$ cat src/hdl/glos_pkg.sv
// ----------------------------------------------------------------------------
// Grid line-of-sight package
// Shared constants, types and address helpers for the line-of-sight core.
// ----------------------------------------------------------------------------
package glos_pkg;

  // Grid geometry.
  localparam int MAP_WIDTH  = 256;
  localparam int MAP_HEIGHT = 256;
  localparam int MAP_CELLS  = MAP_WIDTH * MAP_HEIGHT;
  localparam int ADDR_W     = $clog2(MAP_CELLS);

  // Field widths.
  localparam int COORD_W = 8;
  localparam int COST_W  = 8;
  // Signed width of the walk error term and the octant bias.
  localparam int ERR_W   = COORD_W + 4;

  typedef logic [COORD_W-1:0] coord_t;
  typedef logic [COST_W-1:0]  cost_t;
  typedef logic [ADDR_W-1:0]  addr_t;
  typedef logic signed [ERR_W-1:0] err_t;

  localparam cost_t THRESH_RESET = cost_t'(254);

  // Transaction operation codes.
  typedef enum logic {
    OP_WRITE = 1'b0,
    OP_QUERY = 1'b1
  } op_t;

  // Walk sequencer states.
  typedef enum logic [2:0] {
    S_IDLE,
    S_GOAL,
    S_STEP,
    S_CHECK,
    S_DONE
  } walk_state_t;

  // Request bundle from the walker to the cost memory.
  typedef struct packed {
    logic  wr_en;
    addr_t wr_addr;
    cost_t wr_data;
    logic  rd_en;
    addr_t rd_addr;
  } ram_req_t;

  // Linear address of a cell, row major.
  function automatic addr_t cell_addr(coord_t x, coord_t y);
    return ADDR_W'(int'(y) * MAP_WIDTH + int'(x));
  endfunction

  // True when the cell lies inside the grid.
  function automatic logic in_grid(coord_t x, coord_t y);
    return (int'(x) < MAP_WIDTH) && (int'(y) < MAP_HEIGHT);
  endfunction

endpackage

$ cat src/hdl/glos_walker.sv
// ----------------------------------------------------------------------------
// Line walker
// Sequences grid writes and Bresenham-style line walks over the cost memory,
// and holds the result register.
// ----------------------------------------------------------------------------
module glos_walker (
  input  logic               clk,
  input  logic               rst_n,
  input  glos_pkg::cost_t    threshold,
  input  logic               in_valid,
  output logic               in_stall,
  input  logic               in_operation,
  input  glos_pkg::coord_t   in_cell_x,
  input  glos_pkg::coord_t   in_cell_y,
  input  glos_pkg::cost_t    in_cell_cost,
  input  glos_pkg::coord_t   in_from_x,
  input  glos_pkg::coord_t   in_from_y,
  input  glos_pkg::coord_t   in_to_x,
  input  glos_pkg::coord_t   in_to_y,
  output logic               out_valid,
  input  logic               out_stall,
  output logic               out_visible,
  output glos_pkg::ram_req_t ram_req,
  input  glos_pkg::cost_t    ram_rd_data
);

  localparam int PAD_W = glos_pkg::ERR_W - glos_pkg::COORD_W;

  glos_pkg::walk_state_t state_r, state_nxt;

  // Walk registers.
  glos_pkg::coord_t x_r, x_nxt, y_r, y_nxt, tx_r, tx_nxt, ty_r, ty_nxt;
  glos_pkg::coord_t a_maj_r, a_maj_nxt, a_min_r, a_min_nxt;
  logic             oct_x_r, oct_x_nxt;
  logic             x_neg_r, x_neg_nxt, y_neg_r, y_neg_nxt;
  logic             x_mv_r, x_mv_nxt, y_mv_r, y_mv_nxt;
  glos_pkg::err_t   e_r, e_nxt, tau_r, tau_nxt;
  glos_pkg::cost_t  goal_r, goal_nxt;
  logic             res_r, res_nxt;

  // Result register.
  logic out_valid_r, out_valid_nxt, out_visible_r, out_visible_nxt;

  logic             in_accept, out_free, is_query;
  logic             query_bad, same_cell;
  glos_pkg::coord_t ax, ay;
  logic             oct_in;
  logic signed [glos_pkg::ERR_W:0] twice_e, tau_ext;
  logic             maj_step, min_step;
  logic             move_x, move_y;
  glos_pkg::coord_t x_step, y_step;
  logic             blocked, at_end;

  // Handshake.
  assign out_free  = !out_valid_r || !out_stall;
  assign in_stall  = !((state_r == glos_pkg::S_IDLE) && out_free);
  assign in_accept = in_valid && !in_stall;
  assign is_query  = (in_operation == glos_pkg::OP_QUERY);

  // Query setup: spans, directions and octant.
  always_comb begin
    ax        = (in_to_x < in_from_x) ? (in_from_x - in_to_x) : (in_to_x - in_from_x);
    ay        = (in_to_y < in_from_y) ? (in_from_y - in_to_y) : (in_to_y - in_from_y);
    oct_in    = ax > ay;
    query_bad = !glos_pkg::in_grid(in_from_x, in_from_y) ||
                !glos_pkg::in_grid(in_to_x, in_to_y);
    same_cell = (in_from_x == in_to_x) && (in_from_y == in_to_y);
  end

  // One step of the error rule.
  always_comb begin
    twice_e  = {e_r, 1'b0};
    tau_ext  = {tau_r[glos_pkg::ERR_W-1], tau_r};
    maj_step = twice_e > tau_ext;
    min_step = twice_e < tau_ext;
    if (oct_x_r) begin
      move_x = !min_step;
      move_y = !maj_step;
    end else begin
      move_x = !maj_step;
      move_y = !min_step;
    end
    x_step = x_neg_r ? (x_r - glos_pkg::coord_t'(1)) : (x_r + glos_pkg::coord_t'(1));
    y_step = y_neg_r ? (y_r - glos_pkg::coord_t'(1)) : (y_r + glos_pkg::coord_t'(1));
  end

  // Cell check on returned memory data.
  always_comb begin
    blocked = (ram_rd_data >= threshold) && (ram_rd_data >= goal_r);
    at_end  = oct_x_r ? (x_r == tx_r) : (y_r == ty_r);
  end

  // Next state.
  always_comb begin
    state_nxt = state_r;
    case (state_r)
      glos_pkg::S_IDLE: begin
        if (in_accept && is_query) begin
          if (query_bad || same_cell) begin
            state_nxt = glos_pkg::S_DONE;
          end else begin
            state_nxt = glos_pkg::S_GOAL;
          end
        end
      end
      glos_pkg::S_GOAL: begin
        state_nxt = glos_pkg::S_STEP;
      end
      glos_pkg::S_STEP: begin
        state_nxt = glos_pkg::S_CHECK;
      end
      glos_pkg::S_CHECK: begin
        if (blocked || at_end) begin
          state_nxt = glos_pkg::S_DONE;
        end else begin
          state_nxt = glos_pkg::S_STEP;
        end
      end
      glos_pkg::S_DONE: begin
        if (out_free) begin
          state_nxt = glos_pkg::S_IDLE;
        end
      end
      default: begin
        state_nxt = glos_pkg::S_IDLE;
      end
    endcase
  end

  // Datapath, memory requests and result register.
  always_comb begin
    x_nxt           = x_r;
    y_nxt           = y_r;
    tx_nxt          = tx_r;
    ty_nxt          = ty_r;
    a_maj_nxt       = a_maj_r;
    a_min_nxt       = a_min_r;
    oct_x_nxt       = oct_x_r;
    x_neg_nxt       = x_neg_r;
    y_neg_nxt       = y_neg_r;
    x_mv_nxt        = x_mv_r;
    y_mv_nxt        = y_mv_r;
    e_nxt           = e_r;
    tau_nxt         = tau_r;
    goal_nxt        = goal_r;
    res_nxt         = res_r;
    ram_req         = '0;
    out_valid_nxt   = out_valid_r && out_stall;
    out_visible_nxt = out_visible_r;

    case (state_r)
      glos_pkg::S_IDLE: begin
        if (in_accept && !is_query) begin
          // A grid write always answers with not visible.
          ram_req.wr_en   = glos_pkg::in_grid(in_cell_x, in_cell_y);
          ram_req.wr_addr = glos_pkg::cell_addr(in_cell_x, in_cell_y);
          ram_req.wr_data = in_cell_cost;
          out_valid_nxt   = 1'b1;
          out_visible_nxt = 1'b0;
        end
        if (in_accept && is_query) begin
          // Fetch the goal cell cost first.
          ram_req.rd_en   = 1'b1;
          ram_req.rd_addr = glos_pkg::cell_addr(in_to_x, in_to_y);
          x_nxt     = in_from_x;
          y_nxt     = in_from_y;
          tx_nxt    = in_to_x;
          ty_nxt    = in_to_y;
          oct_x_nxt = oct_in;
          x_neg_nxt = in_to_x < in_from_x;
          y_neg_nxt = in_to_y < in_from_y;
          x_mv_nxt  = in_to_x != in_from_x;
          y_mv_nxt  = in_to_y != in_from_y;
          a_maj_nxt = oct_in ? ax : ay;
          a_min_nxt = oct_in ? ay : ax;
          tau_nxt   = glos_pkg::err_t'({{PAD_W{1'b0}}, oct_in ? ay : ax}) -
                      glos_pkg::err_t'({{PAD_W{1'b0}}, oct_in ? ax : ay});
          e_nxt     = '0;
          res_nxt   = !query_bad && same_cell;
        end
      end
      glos_pkg::S_GOAL: begin
        goal_nxt = ram_rd_data;
      end
      glos_pkg::S_STEP: begin
        // Advance one cell and read it.
        if (move_x && x_mv_r) begin
          x_nxt = x_step;
        end
        if (move_y && y_mv_r) begin
          y_nxt = y_step;
        end
        if (maj_step) begin
          e_nxt = e_r - glos_pkg::err_t'({{PAD_W{1'b0}}, a_min_r});
        end else if (min_step) begin
          e_nxt = e_r + glos_pkg::err_t'({{PAD_W{1'b0}}, a_maj_r});
        end else begin
          e_nxt = e_r + glos_pkg::err_t'({{PAD_W{1'b0}}, a_maj_r}) -
                  glos_pkg::err_t'({{PAD_W{1'b0}}, a_min_r});
        end
        ram_req.rd_en   = 1'b1;
        ram_req.rd_addr = glos_pkg::cell_addr(x_nxt, y_nxt);
      end
      glos_pkg::S_CHECK: begin
        if (blocked) begin
          res_nxt = 1'b0;
        end else if (at_end) begin
          res_nxt = 1'b1;
        end
      end
      glos_pkg::S_DONE: begin
        if (out_free) begin
          out_valid_nxt   = 1'b1;
          out_visible_nxt = res_r;
        end
      end
      default: begin
        res_nxt = 1'b0;
      end
    endcase
  end

  // Control registers.
  always_ff @(posedge clk) begin
    if (!rst_n) begin
      state_r     <= glos_pkg::S_IDLE;
      out_valid_r <= 1'b0;
    end else begin
      state_r     <= state_nxt;
      out_valid_r <= out_valid_nxt;
    end
  end

  // Payload registers.
  always_ff @(posedge clk) begin
    x_r           <= x_nxt;
    y_r           <= y_nxt;
    tx_r          <= tx_nxt;
    ty_r          <= ty_nxt;
    a_maj_r       <= a_maj_nxt;
    a_min_r       <= a_min_nxt;
    oct_x_r       <= oct_x_nxt;
    x_neg_r       <= x_neg_nxt;
    y_neg_r       <= y_neg_nxt;
    x_mv_r        <= x_mv_nxt;
    y_mv_r        <= y_mv_nxt;
    e_r           <= e_nxt;
    tau_r         <= tau_nxt;
    goal_r        <= goal_nxt;
    res_r         <= res_nxt;
    out_visible_r <= out_visible_nxt;
  end

  assign out_valid   = out_valid_r;
  assign out_visible = out_visible_r;

  // A step is always followed by the check of the cell it read.
  a_step_then_check: assert property (@(posedge clk) disable iff (!rst_n)
    state_r == glos_pkg::S_STEP |=> state_r == glos_pkg::S_CHECK)
    else $error("walk step not followed by a cell check");

  // A grid write transaction answers not visible in the next cycle.
  a_write_result: assert property (@(posedge clk) disable iff (!rst_n)
    (in_accept && !is_query) |=> (out_valid_r && !out_visible_r))
    else $error("grid write did not produce a zero result");

  // The error term stays within its bounded range.
  a_err_bounded: assert property (@(posedge clk) disable iff (!rst_n)
    state_r == glos_pkg::S_CHECK |-> (e_r <= 12'sd510 && e_r >= -12'sd510))
    else $error("walk error term out of range");

  // A clear walk finishes only on the goal cell.
  a_clear_at_goal: assert property (@(posedge clk) disable iff (!rst_n)
    (state_r == glos_pkg::S_CHECK && state_nxt == glos_pkg::S_DONE && res_nxt)
      |-> (x_r == tx_r && y_r == ty_r))
    else $error("walk reported visible away from the goal cell");

endmodule

$ cat config.mk
export PLATFORM = sky130hd
export DESIGN_NAME = glos_walker
export DESIGN_NICKNAME = d
export VERILOG_FILES = /design/src/hdl/glos_pkg.sv /design/src/hdl/glos_walker.sv
export SDC_FILE = /design/constraint.sdc
export NUM_CORES = 1
export LEC_CHECK = 0
export BUFFER_PORTS_ARGS = -buffer_cell sky130_fd_sc_hd__buf_4
export CAP_MARGIN = 20
export CORE_AREA = 2 2 168 121
export DETAILED_ROUTE_END_ITERATION = 12
export DIE_AREA = 0 0 170 123
export PLACE_DENSITY_LB_ADDON = 0.08
export SYNTH_ARGS = -nofsm -noshare
export SYNTH_HDL_FRONTEND = slang
export SYNTH_SLANG_ARGS = --single-unit
$ cat constraint.sdc
create_clock -name clk -period 5.7 [get_ports clk]
set_input_delay 0.285 -clock clk [delete_from_list [all_inputs] [get_ports clk]]
set_output_delay 0.285 -clock clk [all_outputs]
set_load 0.02 [all_outputs]
# --- Yosys cells after proc, flatten, opt, wreduce, memory -nomap -nowiden ---
# Index checks and enable logic that the tools add are counted.
op_classes:
  div: 0
  n_addsub: 15
  n_eq_ne: 14
  muxes: 40
  n_shift: 0
  order_cmp: 7
  n_bitwise: 1
  reduce_logical: 26
  mul: 0
ops:
  columns: ["cell", "n"]
  rows:
  - ["8-bit two-way mux", 12]
  - ["25-bit two-way mux", 2]
  - ["16-bit by 8-bit adder with 16-bit output", 3]
  - ["12-bit two-way mux", 3]
  - ["17-bit one-hot mux with 2 select lines", 1]
  - ["8-bit equality test", 4]
  - ["8-bit one-hot mux with 2 select lines", 2]
  - ["8-bit subtractor", 4]
  - ["12-bit one-hot mux with 2 select lines", 1]
  - ["12-bit by 9-bit subtractor with 12-bit output", 2]
  - ["17-bit two-way mux", 1]
  - ["8-bit by 1-bit adder with 8-bit output (second input constant)", 2]
  - ["8-bit greater-or-equal comparator", 2]
  - ["8-bit less-than comparator", 2]
  - ["8-bit != test", 2]
  - ["8-bit by 1-bit subtractor with 8-bit output (second input constant)", 2]
  - ["3-bit one-hot mux with 5 select lines", 1]
  - ["13-bit by 9-bit > comparator with 1-bit output", 1]
  - ["13-bit by 9-bit less-than comparator with 1-bit output", 1]
  - ["12-bit by 9-bit adder with 12-bit output", 1]
  - ["3-bit two-way mux", 4]
  - ["1-bit two-way mux", 10]
  - ["1-bit logical AND", 9]
  - ["8-bit by 8-bit subtractor with 9-bit output", 1]
  - ["17 further kinds", 30]
totals:
  latch_bits: 0
  register_bits: 88
  mem_bits_ro: 0
  memories: 0
  wordCells: 121
  ram_bits: 0

# --- Longest topological paths before layout ---
depth:
  depth_word: 8
  depth_mapped: 28
  mapped_depth_nobuf: 27

# --- Worst setup path after synthesis ---
# OpenSTA, ideal clock, no wires.
synth_path:
  kind: "input to register"
  start: "input port in_to_x[0]"
  end: "register tau_r[6], data pin"
  required_ns: 5.442
  path_stages: 27
  setup_ns: 0.258
  path_slack_ns: -0.058
  path_buffers: 1
  arrival_ns: 5.501
  cell_sequence: "inv_1 > ha_1 > fa_1 > nand3b_2 > a21o_1 > a221o_1 > a311oi_2 > o21ai_2 > a21boi_1 > o21ai_1 > xor2_1 > ha_1 > a21oi_1 > o21ai_0 > a211oi_1 > nor2_1 > a21oi_2 > and2_4 > buf_2 > a21oi_1 > nand2b_1 > ha_1 > o21ai_0 > a31o_1 > nand3_1 > a31o_1 > xnor2_1"
synth_via:
  elab_chain_len: 5
  elab_cells_between_ends: 8
  classes_between: "add/sub: 3; order compare: 2; mux: 3"
synth_lines:
  columns: ["item", "line_no", "rtl"]
  rows:
  - ["start, declared", "glos_walker.sv:18", "input glos_pkg::coord_t in_to_x,"]
  - ["8-bit subtractor or 8-bit less-than comparator (tied branches)", "glos_walker.sv:62", "ax = (in_to_x < in_from_x) ? (in_from_x - in_to_x) : (in_to_x - in_from_x);"]
  - ["8-bit two-way mux (*)", "glos_walker.sv:62", null]
  - ["8-bit > comparator", "glos_walker.sv:64", "oct_in = ax > ay;"]
  - ["8-bit two-way mux, on equally long branches", "glos_walker.sv:176, glos_walker.sv:177", null]
  - ["8-bit by 8-bit subtractor with 9-bit output (*)", "glos_walker.sv:176", "tau_nxt = glos_pkg::err_t'({{PAD_W{1'b0}}, oct_in ? ay : ax}) -"]
  - ["end signal, assigned", "glos_walker.sv:248", "tau_r <= tau_nxt;"]
  - ["end, declared", "glos_walker.sv:37", "glos_pkg::err_t e_r, e_nxt, tau_r, tau_nxt;"]
# Every way passes the cells marked *; elsewhere a longest branch is shown, timed or not.
# A chain may end at the register's enable or synchronous reset.

# --- Final worst setup path ---
# Ends and elaborated chain as after synthesis.

==> flow_summary.rst <==
.. list-table::
   :header-rows: 1

   * - Metric
     - Value
   * - Combinational family with the most area after synthesis
     - compound AO/OA/AOI/OAI gates
   * - # port buffers
     - 121
   * - Max Cap Viol
     - 0
   * - DRC violations left
     - 0
   * - Post-route ant nets
     - 0
   * - Starting density of the core
     - 43.3%
   * - Clock Sinks
     - 88
   * - Count of flip-flops with a built-in enable after synthesis
     - 84
   * - Element type at the critical path start
     - input port
   * - Layout Utilization
     - between 50% and 60%
   * - Total track usage
     - 21.4%
   * - Gr ovfl total
     - 0
   * - Cell Area, Synth
     - about 8400 um^2
   * - Critical path required time
     - 5.80 ns
   * - Placeable core region
     - 19,400 um^2
   * - Detail-routed net length per standard cell
     - around 17 um
   * - TritonCTS clock tree
     - built
   * - Worst hold slack across all endpoints
     - between 0.1 and 0.15 ns
   * - First-pass GRT wire length
     - between 30 and 40 mm
   * - Number of cells after detailed placement
     - 1,299
   * - Buffer cell driving the clock tree root
     - sky130_fd_sc_hd__clkbuf_16
   * - Type of the worst setup path
     - input port to register
   * - # diodes
     - 0
   * - Upper clock frequency limit
     - 0.187 GHz
   * - Data arrival time of the critical path
     - 5.45 ns
   * - Relative slew slack
     - 41.3%
   * - Layout net count
     - 1,252
   * - Die boundary width
     - 170 um
   * - Worst Clk Skew
     - 0.00987 ns
   * - Number of buffers on the longest clock path
     - 2
   * - Post-CTS setup-driven buffer insertion count
     - 0
   * - Gpl congestion
     - 0.896
   * - Via count of the first global-routing pass
     - 6,705
   * - Skew-Pair Late Insertion Delay
     - 0.36 ns
   * - Final sum of negative setup slack
     - 0 ns
   * - IR drop worst, VDD
     - between 150 and 200 uV
   * - P per Cell Area
     - 373 nW/um^2
   * - Share of the synthesized area in compound gates (AO/OA/AOI/OAI)
     - between 20% and 30%
   * - Cell accounting for the most synthesized area
     - sky130_fd_sc_hd__edfxtp_1
   * - Cell types occupying the most area after synthesis
     - sky130_fd_sc_hd__edfxtp_1 30%, sky130_fd_sc_hd__ha_1 15%, sky130_fd_sc_hd__inv_1 4.7%
   * - Flip-flop and latch count after synthesis
     - 88
   * - Post-synthesis sequential area ratio
     - 31.0%
   * - Fraction of layout cells with a size suffix above 1
     - 20.9%
   * - Static leakage power
     - 4.72 nW
   * - Nature of the critical path endpoint
     - register
   * - Post-synthesis mux area share
     - approximately 3.1%
   * - Final number of max-transition violations
     - 0
   * - Total power consumption of the routed design
     - 3.78 mW
   * - Adder-cell area share of the yosys netlist
     - 17.4%
   * - Distinct cell type count after synthesis
     - between 80 and 90
   * - Detail-routed via count per cell
     - 5.35
   * - Y dimension of the die
     - 123 um
   * - Run status
     - complete, no violations
   * - Basic-gate share of the synthesized area counting and, or, nand and nor cells
     - 14.4%
   * - Post-layout minimum cycle time
     - 5.35 ns
   * - RSZ-0062 raised after global routing
     - no
   * - Worst Slack Setup Final
     - 0.348 ns
   * - Slew of the pin with the lowest slew margin
     - 0.877 ns
   * - Full die area
     - 20,900 um^2
   * - Layout overhead on the synthesized area
     - 21.0%
   * - Final HPWL DP
     - roughly 17 mm
   * - Synthesized netlist net count
     - 1,102
   * - Largest net degree at the start of global routing
     - 58
   * - Top cell type's share of synthesized area
     - between 30% and 40%
   * - Number of hold violations in the final report
     - 0
   * - Iteration-0 DRC count of the detailed router
     - 421
   * - I/O pin count
     - between 100 and 150
   * - First-pass iteration count of the detailed router
     - 6
   * - Worst min path class
     - input port to register
   * - Final setup fails
     - 0
   * - Number of cells in the finished layout apart from fillers
     - 1,316
   * - CTS buffer count
     - 9
   * - Clock edge transition at the registers on the reported setup and hold paths
     - roughly 0.06 ns
   * - Count of vias placed by the detailed router
     - 7,038
   * - Xor/xnor share of the synthesized area
     - 5.75%
   * - Async set-or-reset flop fraction in the synthesized netlist
     - 0%
   * - CTS H-Tree Depth
     - 3
   * - Syn Inst Count
     - 914
   * - Placement row count
     - 43
   * - Antenna violations before repair
     - 0
   * - Final clock period utilization by the worst path
     - between 90% and 100%
   * - Finished Cell Area
     - 10,100 um^2
   * - Placed cell areas
     - 9820 um^2
   * - Setup WS pre-CTS
     - -0.0606 ns
   * - Post-Syn Area per Cell
     - 9.17 um^2
   * - Ys flop type
     - sky130_fd_sc_hd__edfxtp_1
   * - Detailed-route wire length
     - ~22 mm
   * - Yosys Warn Count
     - 0
   * - Highest net fanout along the worst path
     - 6
-- critical path: stages --
cell and delay (ns):
sky130_fd_sc_hd__buf_4 0.09, sky130_fd_sc_hd__inv_1 0.05, sky130_fd_sc_hd__ha_1 0.21, sky130_fd_sc_hd__fa_1 0.42, sky130_fd_sc_hd__nand3b_2 0.23, sky130_fd_sc_hd__a21o_1 0.18, sky130_fd_sc_hd__a221o_1 0.37, sky130_fd_sc_hd__a311oi_2 0.33
sky130_fd_sc_hd__o21ai_2 0.10, sky130_fd_sc_hd__buf_4 0.15, sky130_fd_sc_hd__xor2_1 0.31, sky130_fd_sc_hd__ha_1 0.32, sky130_fd_sc_hd__buf_4 0.16, sky130_fd_sc_hd__nand4_1 0.10, sky130_fd_sc_hd__buf_4 0.12, sky130_fd_sc_hd__o22ai_1 0.10
sky130_fd_sc_hd__o32a_4 0.38, sky130_fd_sc_hd__and2_4 0.16, sky130_fd_sc_hd__inv_4 0.05, sky130_fd_sc_hd__mux2i_1 0.22, sky130_fd_sc_hd__nand2b_1 0.09, sky130_fd_sc_hd__ha_1 0.20, sky130_fd_sc_hd__o21ai_0 0.18, sky130_fd_sc_hd__a31o_1 0.21
sky130_fd_sc_hd__nand3_1 0.09, sky130_fd_sc_hd__a31o_1 0.23, sky130_fd_sc_hd__xnor2_1 0.12
-- synthesized netlist by cell type, drive strengths merged, types with 10 or more instances --
library cell    n
a21o           33
ha            102
a21boi         10
nor2           54
o22ai          19
xor2           17
inv           105
o21bai         10
o21ai          62
and2           29
nand3          17
nand2          73
xnor2          38
edfxtp         84
nor3           11
a21oi          60
mux2i          21
nand4          12
clkbuf         18
-- layout by cell type, fill, tap and decap left out, drive strengths merged, types with 10 or more instances in the layout --
cell / Yosys / routed
clkbuf: 18 / 11
and2: 29 / 29
nor2: 54 / 54
inv: 105 / 105
mux2i: 21 / 21
xor2: 17 / 17
o21ai: 62 / 62
nand4: 12 / 12
nand2: 73 / 73
nor3: 11 / 11
o21bai: 10 / 10
edfxtp: 84 / 84
a21boi: 10 / 10
xnor2: 38 / 38
nand3: 17 / 17
o22ai: 19 / 19
ha: 102 / 102
a21oi: 60 / 60
a21o: 33 / 33
buf: 5 / 162
-- kinds of logic (layout without fill, tap and decap cells) --
group,Yosys count,count (layout)
fa+ha+maj,111,111
buf+inv,128,283
simple gates,241,241
mux,25,25
xor+xnor,55,55
flops,88,88
compound gates,266,266
-- final cells by class --
type	count	area, um^2
tap	247	309
timing repair buffer	162	1220
clock buffer	11	233
inverter	105	397
sequential	88	2600
fill	1841	9220
clock inverter	5	81.3
multi-input combinational	698	5310
-- sequential cells by signal (all words and copies together) (netlist names) --
name and cells:
y_mv_r 1, out_valid 1, ty_r 8, tx_r 8
state_r 3, y_neg_r 1, y_r 8, a_maj_r 8
res_r 1, tau_r 9, goal_r 8, e_r 12
a_min_r 8, x_r 8, out_visible 1, x_mv_r 1
oct_x_r 1, x_neg_r 1
-- power breakdown --
group          switching, mW  leakage [nW]  internal (mW)
logic                   1.25          3.76          0.956
clock network          0.260         0.150          0.385
registers             0.0625         0.814          0.867
-- per-layer routing --
layer  vias to the layer above  wire, um  GRT usage (%)
met2                       175      8680           32.0
met4                         0       251           4.59
met3                        17      1360           4.51
met1                      3221     11600           31.9
li1                       3625         -              -
met5                         -         0              0
-- path summary, 6_finish.rpt --
path              cells after the start            from  slack (ns)          end
setup / recovery                     27      in_to_x[0]        0.35     tau_r[6]
hold reg to reg                       1           res_r        0.57  out_visible
setup reg to reg                     14          e_r[0]        1.49      e_r[10]
hold / removal                        1  ram_rd_data[0]        0.12    goal_r[0]
-- what timing repair did --
action	4_1_cts	5_1_grt
hold buffers	0	0
setup endpoints to repair	0	2
resized for setup	0	1
Note: power is estimated with default switching activity, not from simulation.
